<file path="src/hdl/rarsf_pkg.sv">
package rarsf_pkg;

    // Field widths of the request, response and size register
    localparam int IDX_W  = 13;
    localparam int VAL_W  = 32;
    localparam int SUM_W  = 64;
    localparam int UPC_W  = 6;

    localparam logic [IDX_W-1:0] SIZE_RST = IDX_W'(4096);

    // Request command codes
    localparam logic CMD_ADD = 1'b0;
    localparam logic CMD_SUM = 1'b1;

    typedef struct packed {
        logic                    command;
        logic [IDX_W-1:0]        left_index;
        logic [IDX_W-1:0]        right_index;
        logic signed [VAL_W-1:0] add_value;
    } t_req;

    typedef struct packed {
        logic signed [SUM_W-1:0] range_sum;
        logic                    range_error;
    } t_rsp;

    typedef struct packed {
        logic [IDX_W-1:0] size_in_use;
    } t_cfg;

    // Datapath operations, one per microcode step
    typedef enum logic [4:0] {
        OP_NOP,
        OP_CLEAR,
        OP_TAKE,
        OP_ADD_LEFT,
        OP_ADD_RIGHT,
        OP_MUL_LO,
        OP_MUL_HI,
        OP_AMT_LOAD,
        OP_UPD_RD,
        OP_UPD_WR,
        OP_SUM_HI,
        OP_SUM_LO,
        OP_QRY_RD,
        OP_QRY_ACC,
        OP_SET_MA,
        OP_SUM_FIRST,
        OP_SUM_SECOND,
        OP_SET_ERR,
        OP_EMIT
    } t_uop;

    // Jump conditions
    typedef enum logic [3:0] {
        C_NEVER,
        C_ALWAYS,
        C_NO_REQ,
        C_CLR_MORE,
        C_ADD_BAD,
        C_RANGE_BAD,
        C_IS_SUM,
        C_POS_OUT,
        C_POS_ZERO,
        C_OUT_BUSY
    } t_cond;

    // Microcode step addresses
    typedef enum logic [UPC_W-1:0] {
        U_EMIT      = 6'd0,
        U_IDLE      = 6'd1,
        U_CHK_ADD   = 6'd2,
        U_CHK_SUM   = 6'd3,
        U_DISPATCH  = 6'd4,
        U_ADD_LEFT  = 6'd5,
        U_ADD_LMLO  = 6'd6,
        U_ADD_LMHI  = 6'd7,
        U_ADD_LAMT  = 6'd8,
        U_UPL_RD    = 6'd9,
        U_UPL_WR    = 6'd10,
        U_ADD_RIGHT = 6'd11,
        U_ADD_RMLO  = 6'd12,
        U_ADD_RMHI  = 6'd13,
        U_ADD_RAMT  = 6'd14,
        U_UPR_RD    = 6'd15,
        U_UPR_WR    = 6'd16,
        U_SUM_HI    = 6'd17,
        U_QH_RD     = 6'd18,
        U_QH_ACC    = 6'd19,
        U_QH_MA     = 6'd20,
        U_QH_MLO    = 6'd21,
        U_QH_MHI    = 6'd22,
        U_QH_FIN    = 6'd23,
        U_SUM_LO    = 6'd24,
        U_QL_RD     = 6'd25,
        U_QL_ACC    = 6'd26,
        U_QL_MA     = 6'd27,
        U_QL_MLO    = 6'd28,
        U_QL_MHI    = 6'd29,
        U_QL_FIN    = 6'd30,
        U_BAD_SUM   = 6'd31,
        U_CLEAR     = 6'd32,
        U_CLR_END   = 6'd33
    } t_upc;

    typedef struct packed {
        t_uop  op;
        t_cond cond;
        t_upc  target;
    } t_uword;

    // Status flags the datapath reports to the sequencer
    typedef struct packed {
        logic req_valid;
        logic clr_more;
        logic add_bad;
        logic range_bad;
        logic is_sum;
        logic pos_out;
        logic pos_zero;
        logic out_busy;
    } t_seq_stat;

    // Control program: taken condition jumps to target, else next step
    function automatic t_uword ucode_rom(input t_upc pc);
        t_uword w;
        w = '{OP_NOP, C_ALWAYS, U_IDLE};
        unique case (pc)
            U_EMIT:      w = '{OP_EMIT,       C_OUT_BUSY,  U_EMIT};
            U_IDLE:      w = '{OP_TAKE,       C_NO_REQ,    U_IDLE};
            U_CHK_ADD:   w = '{OP_NOP,        C_ADD_BAD,   U_IDLE};
            U_CHK_SUM:   w = '{OP_NOP,        C_RANGE_BAD, U_BAD_SUM};
            U_DISPATCH:  w = '{OP_NOP,        C_IS_SUM,    U_SUM_HI};
            U_ADD_LEFT:  w = '{OP_ADD_LEFT,   C_NEVER,     U_IDLE};
            U_ADD_LMLO:  w = '{OP_MUL_LO,     C_NEVER,     U_IDLE};
            U_ADD_LMHI:  w = '{OP_MUL_HI,     C_NEVER,     U_IDLE};
            U_ADD_LAMT:  w = '{OP_AMT_LOAD,   C_NEVER,     U_IDLE};
            U_UPL_RD:    w = '{OP_UPD_RD,     C_POS_OUT,   U_ADD_RIGHT};
            U_UPL_WR:    w = '{OP_UPD_WR,     C_ALWAYS,    U_UPL_RD};
            U_ADD_RIGHT: w = '{OP_ADD_RIGHT,  C_NEVER,     U_IDLE};
            U_ADD_RMLO:  w = '{OP_MUL_LO,     C_NEVER,     U_IDLE};
            U_ADD_RMHI:  w = '{OP_MUL_HI,     C_NEVER,     U_IDLE};
            U_ADD_RAMT:  w = '{OP_AMT_LOAD,   C_NEVER,     U_IDLE};
            U_UPR_RD:    w = '{OP_UPD_RD,     C_POS_OUT,   U_IDLE};
            U_UPR_WR:    w = '{OP_UPD_WR,     C_ALWAYS,    U_UPR_RD};
            U_SUM_HI:    w = '{OP_SUM_HI,     C_NEVER,     U_IDLE};
            U_QH_RD:     w = '{OP_QRY_RD,     C_POS_ZERO,  U_QH_MA};
            U_QH_ACC:    w = '{OP_QRY_ACC,    C_ALWAYS,    U_QH_RD};
            U_QH_MA:     w = '{OP_SET_MA,     C_NEVER,     U_IDLE};
            U_QH_MLO:    w = '{OP_MUL_LO,     C_NEVER,     U_IDLE};
            U_QH_MHI:    w = '{OP_MUL_HI,     C_NEVER,     U_IDLE};
            U_QH_FIN:    w = '{OP_SUM_FIRST,  C_NEVER,     U_IDLE};
            U_SUM_LO:    w = '{OP_SUM_LO,     C_NEVER,     U_IDLE};
            U_QL_RD:     w = '{OP_QRY_RD,     C_POS_ZERO,  U_QL_MA};
            U_QL_ACC:    w = '{OP_QRY_ACC,    C_ALWAYS,    U_QL_RD};
            U_QL_MA:     w = '{OP_SET_MA,     C_NEVER,     U_IDLE};
            U_QL_MLO:    w = '{OP_MUL_LO,     C_NEVER,     U_IDLE};
            U_QL_MHI:    w = '{OP_MUL_HI,     C_NEVER,     U_IDLE};
            U_QL_FIN:    w = '{OP_SUM_SECOND, C_ALWAYS,    U_EMIT};
            U_BAD_SUM:   w = '{OP_SET_ERR,    C_ALWAYS,    U_EMIT};
            U_CLEAR:     w = '{OP_CLEAR,      C_CLR_MORE,  U_CLEAR};
            U_CLR_END:   w = '{OP_NOP,        C_ALWAYS,    U_IDLE};
            default:     w = '{OP_NOP,        C_ALWAYS,    U_IDLE};
        endcase
        return w;
    endfunction

endpackage

</file>
<file path="src/hdl/rarsf_useq.sv">
module rarsf_useq (
    input  logic                  i_clk,
    input  logic                  i_rst_n,
    input  rarsf_pkg::t_seq_stat  i_stat,
    output rarsf_pkg::t_uop       o_op
);
    import rarsf_pkg::*;

    t_upc   r_pc;
    t_upc   n_pc;
    t_uword w_uword;
    logic   w_jump;

    // Step counter; start with the memory clearing pass
    always_ff @(posedge i_clk) begin
        if (!i_rst_n) begin
            r_pc <= U_CLEAR;
        end else begin
            r_pc <= n_pc;
        end
    end

    // Fetch the control word and resolve the jump
    always_comb begin
        w_uword = ucode_rom(r_pc);
        unique case (w_uword.cond)
            C_NEVER:     w_jump = 1'b0;
            C_ALWAYS:    w_jump = 1'b1;
            C_NO_REQ:    w_jump = !i_stat.req_valid;
            C_CLR_MORE:  w_jump = i_stat.clr_more;
            C_ADD_BAD:   w_jump = i_stat.add_bad;
            C_RANGE_BAD: w_jump = i_stat.range_bad;
            C_IS_SUM:    w_jump = i_stat.is_sum;
            C_POS_OUT:   w_jump = i_stat.pos_out;
            C_POS_ZERO:  w_jump = i_stat.pos_zero;
            C_OUT_BUSY:  w_jump = i_stat.out_busy;
            default:     w_jump = 1'b0;
        endcase
        n_pc = w_jump ? w_uword.target : t_upc'(r_pc + UPC_W'(1));
        o_op = w_uword.op;
    end
endmodule

</file>
<file path="config.mk">
export PLATFORM = sky130hd
export DESIGN_NAME = rarsf_useq
export DESIGN_NICKNAME = d
export VERILOG_FILES = /design/src/hdl/rarsf_pkg.sv /design/src/hdl/rarsf_useq.sv
export SDC_FILE = /design/constraint.sdc
export NUM_CORES = 1
export LEC_CHECK = 0
export ABC_AREA = 1
export BUFFER_PORTS_ARGS = -buffer_cell sky130_fd_sc_hd__buf_2
export CAP_MARGIN = 20
export CORE_MARGIN = 1
export CORE_UTILIZATION = 62
export DETAILED_ROUTE_END_ITERATION = 10
export PLACE_DENSITY_LB_ADDON = 0.25
export SYNTH_ARGS = -nofsm -noshare
export SYNTH_HDL_FRONTEND = slang
export SYNTH_SLANG_ARGS = --single-unit
export TNS_END_PERCENT = 50
</file>
<file path="constraint.sdc">
create_clock -name i_clk -period 5.74 [get_ports i_clk]
set_input_delay 0 -clock i_clk [delete_from_list [all_inputs] [get_ports i_clk]]
set_output_delay 0 -clock i_clk [all_outputs]
set_load 0.02 [all_outputs]
</file>
==> results of run 1 <==
==> final timing paths <==
check	to	cells after the start
max reg2reg	w_uword[6]$_SDFF_PP1_	15
min	r_pc[0]$_SDFF_PN0_	3
min reg2reg	r_pc[0]$_SDFF_PN0_	2
max	w_uword[6]$_SDFF_PP1_	15
==> cell usage in the layout, fill, tap and decap left out, drive strengths merged <==
| cell type | Yosys | final |
|---|---|---|
| nand3b | 1 | 1 |
| nor2 | 25 | 25 |
| nand4 | 3 | 3 |
| xnor2 | 2 | 2 |
| nor3 | 1 | 1 |
| o21ai | 7 | 7 |
| dfxtp | 21 | 21 |
| a21oi | 5 | 5 |
| xor2 | 2 | 2 |
| clkbuf | 1 | 4 |
| buf | 7 | 14 |
| nand3 | 30 | 30 |
| inv | 24 | 24 |
| ha | 7 | 7 |
| nand2 | 77 | 77 |
==> area by class of cell <==
cell class	count	area (µm²)	share of cell area, %
clock buffer	4	26.28	1.736
inverter	24	90.09	5.950
multi-input combinational	160	872.1	57.60
sequential	21	420.4	27.77
tap	28	35.03	2.314
timing repair buffer	14	70.07	4.628
==> cells by family after synthesis <==
| kind of cell | count (synthesis) | share of synthesized area (%) |
|---|---|---|
| AOI/OAI and AO/OA | 12 | 4.095 |
| xor gates and xnor gates | 4 | 2.390 |
| adders and majority gates | 7 | 5.972 |
| buffers and inverters | 33 | 11.86 |
| and+or+nand+nor | 137 | 47.01 |
| DFF | 21 | 28.67 |
==> metrics by stage <==
step	setup slack, ns	power [W]	hold WS [ns]	std cells
final	3.403	0.0009917	0.05911	251
after global routing	3.146	0.001098	0.05580	251
after CTS	3.441	0.0009883	0.05004	251
after detailed placement	3.472	0.0009158	0.3802	247
after global placement	3.545	0.0009025	0.3714	247
after floorplan	3.751	0.0008172	0.4082	214
==> routing by layer <==
layer,vias up,GRT usage [%],wire [µm]
met3,11,3.939,171
met5,-,0,0
met1,592,35.50,1381
met2,50,49.56,1476
li1,687,-,-
met4,0,10.65,73
==> sequential cells by signal (all words and copies together) (netlist names) <==
signal,count
w_uword,15
r_pc,6
==> where the power goes <==
part	total [W]	internal, W	switching (W)	leakage (nW)
clock network	0.0000689	0.0000271	0.0000418	0.0150
registers	0.000238	0.000208	0.0000300	0.173
logic	0.000685	0.000208	0.000477	0.581
==> worst max-delay path, delay by kind of cell (launching register included) <==
family	cells	cell delay, ns
adder cells (fa/ha/maj)	1	0.31
buffers and inverters	2	0.22
flip-flops	1	0.41
AND/OR/NAND/NOR	12	1.31
==> results.md, run 1 <==
- The required time at the worst-slack endpoint is 5.94 ns.
- From left edge to right edge, the die measures 50.64 µm.
- The leading register cell type out of synthesis is dfxtp_1.
- The tightest min-delay check is of the in2reg type.
- Based on the critical path, the design can be clocked at up to 427.9 MHz.
- The final clock period utilization by the worst path is 40.71%.
- For this design the ratio of total power to cell area is 655.0 nW/µm².
- For this configuration, the core starts out at a cell density of 66.29%.
- The share of synthesized area in the top cell type comes to 28.67%.
- The leakage power is 0.7692 nW.
- In this run the deepest clock path goes through 2 buffers.
- The clock transition at the registers of the reported paths is 0.11 ns.
- The layout overhead on the synthesized area is 3.242%.
- The average cell area after synthesis is 6.852 µm².
- The worst register-to-register path has a setup slack of 3.40 ns.
- Fill cells in the final layout number 207.
- Setup repair after global routing left no endpoint under its margin.
- The final period demand of the worst path is 2.337 ns.
- The CTS tree is done.
- The longest individual stage delay on the worst path is 0.41 ns.
- Routability-driven placement finished with a final weighted congestion of 0.8939.
- The worst slew margin relative to its limit is 70.53%.
- Once detail routing completed, the nets flagged for antenna violations numbered 0.
- The first-pass GRT wire length is 5.492 mm.
- Summing the sequential cell areas from Yosys gives 28.67% of the chip area.
- The via count of the first global-routing pass is 1276.
- STA classifies the critical path startpoint as a flop.
- After technology mapping, the gate count stands at 214.
- Yosys mapped a number of flops with a built-in enable equal to 0.
- Synthesis instantiated 25 different standard cells from the library.
- The first TritonRoute pass finished after 4 iterations.
- The data arrival time of the worst path is 2.54 ns.
- The fraction of layout cells with a size suffix above 1 is 18.39%.
- The final design area excluding fillers is 1514 µm².
- The post-synthesis cell area is 1466 µm².
- The class of the most critical setup path is reg2reg.
- For this run, the number of Yosys warnings is 0.
- The beginning of the worst hold path is i_rst_n.
- CTS placed an instance of clkbuf_4 at the clock tree root.
- The vertical extent of the die is 50.64 µm.
- The via count normalized by instance count is 5.339.
- The most numerous cell in the Yosys netlist is nand2_1.
- The floorplan has 17 rows.
- The global routing usage summed across all routing layers is 28.55%.
- The most numerous cell type found on the critical path is nand2_1.
- CTS saw 21 sinks.
- The startpoint of the worst-slack reg-to-reg timing path is w_uword[8]$_SDFF_PP0_.
- The count of inserted antenna diode cells is 0.
- The synthesis-stage register bit count is 21.
- The die covers 2564 µm².
- The count of final max-slew check failures is 0.
- Setup violations remaining at the end of the flow were counted as 0.
- The number of violations of the max-capacitance limit is 0.
- The run finished with clean final reports.
- Of all flip-flops after synthesis, the portion carrying an async set or reset was 0%.
- The placeable core region is 2212 µm².
- In this run the number of H-tree levels came out at 1.
- For the final routed database, the setup TNS stands at 0 ns.
- The slowest stage of the critical path is the dfxtp_1 cell.
- The pin count of the biggest net entering global routing is 18.
- The count of buffers inserted at the top-level ports is 14.
- The slew of the pin with the lowest slew margin is 0.4408 ns.
- STA classifies the critical path endpoint as a flop.
- Summing all placed instances gives a cell area of 1488 µm².
- Walking the worst path, the cells encountered are inv_1, nand3_1, nand2_1, nand2_4, nand3_4, nor2_1, nor2_1, nand2_1, ha_1, inv_1, nand2_1, nand3_2, nand2_1, nand2_1, nand2_1.
- Clock skew on the completed layout was measured at 0.005153 ns.
- Across the VDD grid, the largest voltage drop is 0.4377 mV.
- In this run, the number of DRC markers left after iteration 0 of detailed routing was 54.
- The number of nets in the layout is 241.
- After synthesis, the cell types taking the most area are dfxtp_1 29%, nand2_1 17%, nand3_1 8.9%.
- The post-synthesis cell type with the largest combined area is dfxtp_1.
- The count of pins on the block boundary is 15.
- The post-CTS resize count is 0.
- Ranked by instance count, the synthesized netlist is headed by 68 x nand2_1, 26 x nand3_1, 21 x dfxtp_1, 21 x inv_1, 17 x nor2_1.
- The initial antenna violation count came to 0.
- The via total after detailed routing is 1340.
- Buffers inserted during clock tree synthesis total 3.
- The later pin in the worst-skew pair is clocked with a latency of 0.30 ns.
- The overall overflow remaining after global route is 0.
- The mean routed wirelength per cell is 12.36 µm.
- After detailed routing, the number of remaining DRC violations is 0.
- The critical path launch point is w_uword[8]$_SDFF_PP0_.
- The share of the core filled with cells in the final layout is 68.44%.
- The routed wire length is 3.103 mm.
- Once the clock tree was built, the setup fixing pass inserted 0 buffers.
- In this run, post-CTS hold repair placed 0 buffers.
- The synthesized netlist net count is 231.
- Of all nets on the critical path, the largest fanout is 9.
- The final hold violation count is 0.
- The wire-length estimate of the detail-placed layout is 2.454 mm.
Note: power is estimated with default switching activity, not from simulation.
==> run 2, diff against run 1 <==
--- a/config.mk
+++ b/config.mk
@@ -9,7 +9,7 @@
 export BUFFER_PORTS_ARGS = -buffer_cell sky130_fd_sc_hd__buf_2
 export CAP_MARGIN = 20
 export CORE_MARGIN = 1
-export CORE_UTILIZATION = 62
+export CORE_UTILIZATION = 58
 export DETAILED_ROUTE_END_ITERATION = 10
 export PLACE_DENSITY_LB_ADDON = 0.25
 export SYNTH_ARGS = -nofsm -noshare
==> constraint.sdc (replaced) <==
create_clock -name i_clk -period 2.17 [get_ports i_clk]
set_input_delay 0 -clock i_clk [delete_from_list [all_inputs] [get_ports i_clk]]
set_output_delay 0 -clock i_clk [all_outputs]
set_load 0.02 [all_outputs]
==> results.md, run 2 (synthesis gave the netlist of run 1 again) <==
- The worst min-delay path class is in2reg.
- The vertical extent of the die is 52.28 µm (+3.2%).
- The capture instance of the worst register-to-register path is w_uword[6]$_SDFF_PP1_.
- The via total after detailed routing is 1440 (+7.5%).
- The final design area excluding fillers is 1682 µm² (+11%).
- The largest fanout on the critical path is 10 (+1).
- The initial antenna violation count came to 0 (unchanged).
- The via count of the first global-routing pass is 1309 (+2.6%).
- The final clock period utilization by the worst path came to 97.05% (+56 points).
- The final period demand of the worst path was 2.106 ns (-0.2308 ns).
- The setup skew after layout is 0.006934 ns (+0.001781 ns).
- The placeable core region was 2297 µm² (+3.8%).
- The cell internal power dissipation is 0.001409 W (+220%).
- The longest individual stage delay on the worst path is 0.37 ns (-0.04 ns).
- The critical path capture point type is a flop.
- The top achievable clock speed was 474.8 MHz (+11%).
- For hold timing, the worst endpoint is r_pc[1]$_SDFF_PN0_.
- The startpoint class of the critical path is a flop.
- The worst setup slack for register-to-register paths is 0.06 ns (-3.34 ns).
- The source-to-sink clock delay at the later pin of the worst-skew pair is 0.31 ns (about the same).
- In the layout the commonest cells are 63 x nand2_1, 26 x nand3_1, 19 x dfxtp_1, 18 x inv_1, 14 x buf_2.
- The data arrival time of the worst path was 2.33 ns (-0.21 ns).
- The post-placement cell count is 251 (+1.6%).
- The fraction of layout cells with a size suffix above 1 was 30.93% (+13 points).
- The number of standard-cell rows in the floorplan came to 17 (unchanged).
- The routed wire length is 3.570 mm (+15%).
- The met1 layer usage reported by global route is 33.39% (-2.1 points).
- The power share of the combinational group is 72.6% (+3.5 points).
- The full die area is 2733 µm² (+6.6%).
- met2 is the most crowded layer.
- The slew of the pin with the lowest slew margin is 0.3239 ns (-0.1169 ns).
- The count of pins on the block boundary was 15 (unchanged).
- The maximum resistive drop on vdd is 1.140 mV (+160%).
- The die extent in x is 52.28 µm (+3.2%).
- The clock root buffer is clkbuf_4.
- The first-pass GRT wire length was 5.471 mm (-0.38%).
- The count of buffers inserted at the top-level ports is 14 (unchanged).
- The instance area after placement was 1518 µm² (+2.0%).
- The number of standard cells in the final layout excluding fillers is 264 (+5.2%).
- The switching power is 0.001650 W (+200%).
- The critical path is of the reg2reg type.
- The met3 usage in global routing is 4.058% (+0.12 points).
- The antenna violation net count after detailed routing is 0 (unchanged).
- The met2 global-route usage came to 46.41% (-3.1 points).
- The clock tree buffer depth is 2 (unchanged).
- The required time at the worst-slack endpoint is 2.39 ns (-3.55 ns).
- The mean routed wirelength per cell is 13.52 µm (+9.4%).
- The final hold violation count is 0 (unchanged).
- The clock transition at the registers of the reported paths was 0.12 ns (about the same).
- The power density of the placed cells came to 1819 nW/µm² (+180%).
- The global routing usage summed across all routing layers is 27.18% (-1.4 points).
- The number of violations of the max-capacitance limit was 0 (unchanged).
- The layout overhead on the synthesized area is 14.68%.
- The switching power share of the total came to 53.94% (-1.4 points).
- The flip-flop count of the largest register, all copies and words added came to 15 (unchanged).
- The startpoint of the worst-slack reg-to-reg timing path is w_uword[6]$_SDFF_PP1_.
- The beginning of the worst hold path is i_rst_n.
- The number of optimization iterations in the first detailed-route pass is 4 (unchanged).
- The part of the total power dissipated in the clock network is 6.3% (-0.6 points).
- The cell depth of the worst hold path is 3 (unchanged).
- The run finished with clean final reports.
- The TritonCTS sink count is 21 (unchanged).
- The initial cell density of the core is 63.83% (-2.5 points).
- The slowest cell on the critical path is dfxtp_2.
- The number of cells traversed by the worst register-to-register path came to 13 (-2).
- The number of buffers created by CTS was 3 (unchanged).
- The violation count after the first detailed-route iteration came to 89 (+65%).
- The leakage power came to 0.8339 nW (+8.4%).
- Traced cell by cell, the critical path runs through inv_2, o21ai_0, nand2_1, buf_4, buf_4, nand4_1, nand2_1, nor2_4, nand2_1, nand3_2, nand2_1, nand2_1, nand2_1.
- The worst-case hold slack came to 0.08842 ns (+0.02931 ns).
- The pin count of the biggest net entering global routing was 18 (unchanged).
- The count of inserted antenna diode cells is 0 (unchanged).
- The cell that appears most often on the critical path is nand2_1.
- The H-tree depth is 1 (unchanged).
- The weighted congestion reported at the end of routability-driven placement is 0.9042 (+1.2%).
- The via count normalized by instance count is 5.455 (+2.2%).
- The detailed-route DRC error count is 0 (unchanged).
- The post-route total power came to 0.003059 W (+210%).
- The worst slew margin relative to its limit is 78.25% (+7.7 points).
- The sum of negative setup slack is 0 ns (unchanged).
- The number of setup violations in the final report is 0 (unchanged).
- The half-perimeter wire length of the detailed placement result is 2.459 mm (+0.20%).
- Setup repair after global routing could not meet its margin everywhere.
- The overall overflow remaining after global route was 0 (unchanged).
- The part of the total power dissipated in sequential elements was 21.1% (-2.9 points).
- The count of final max-slew check failures is 0 (unchanged).
- The number of nets in the layout is 254 (+5.4%).
- The leading cell type in the layout, fill and taps excluded is nand2_1.
- The CTS tree is done.
run 2: timing repair:
| item | in CTS | in global routing |
|---|---|---|
| buffers inserted | 0 | 9 |
| gates cloned | 0 | 0 |
| hold buffers | 0 | 0 |
| pin swaps | 0 | 6 |
| resized for setup | 1 | 22 |
| endpoints found under the setup margin | 4 | 14 |
run 2: worst max path at each step:
stage / end / depth (start not counted) / from
2_1_floorplan: w_uword[6]$_SDFF_PP1_ / 15 / w_uword[8]$_SDFF_PP0_
3_3_place_gp: w_uword[13]$_SDFF_PP0_ / 14 / w_uword[6]$_SDFF_PP1_
3_5_place_dp: w_uword[6]$_SDFF_PP1_ / 14 / w_uword[6]$_SDFF_PP1_
4_1_cts: w_uword[13]$_SDFF_PP0_ / 14 / w_uword[6]$_SDFF_PP1_
5_1_grt: w_uword[2]$_SDFF_PP0_ / 13 / w_uword[8]$_SDFF_PP0_
6_report: w_uword[6]$_SDFF_PP1_ / 13 / w_uword[6]$_SDFF_PP1_
run 2: power by group through the flow:
| stage | Sequential, W | Combinational, W | Clock [W] |
|---|---|---|---|
| global placement | 0.000631 | 0.00183 | 0 |
| detailed placement | 0.000638 | 0.00185 | 0 |
| CTS | 0.000629 | 0.00190 | 0.000190 |
| floorplan | 0.000621 | 0.00154 | 0 |
| global route | 0.000660 | 0.00246 | 0.000209 |
| finish | 0.000645 | 0.00222 | 0.000193 |
run 2: per-stage QoR:
| stage | setup WS, ns | utilization, % |
|---|---|---|
| after detailed placement | -0.04865 | 66.07 |
| after global placement | 0.02794 | 66.07 |
| after CTS | 0.001974 | 67.81 |
| final | 0.06405 | 73.20 |
| after floorplan | 0.1805 | - |
| after global routing | -0.03383 | 73.20 |
run 2: metal layers:
layer  vias up  part of all wire, %
met4         0                  2.7
met1       643                   42
met3        16                  5.8
met5         -                    0
li1        714                    -
met2        67                   49
run 2: cell type report:
class / instances / area, µm²
well taps: 28 / 35.03
repair buffers: 27 / 171.4
fillers: 177 / 615.6
flip-flops and latches: 21 / 422.9
inverters: 24 / 90.09
clock inverters: 1 / 5.005
clock buffers: 3 / 22.52
multi-input cells: 160 / 934.6
run 2: worst max-delay path: cells and delay by family, from the launching register on:
family | cells | cell delay (ns)
AND/OR/NAND/NOR | 9 | 1.11
buffers and inverters | 3 | 0.33
AO/OA/AOI/OAI | 1 | 0.19
flip-flops | 1 | 0.37
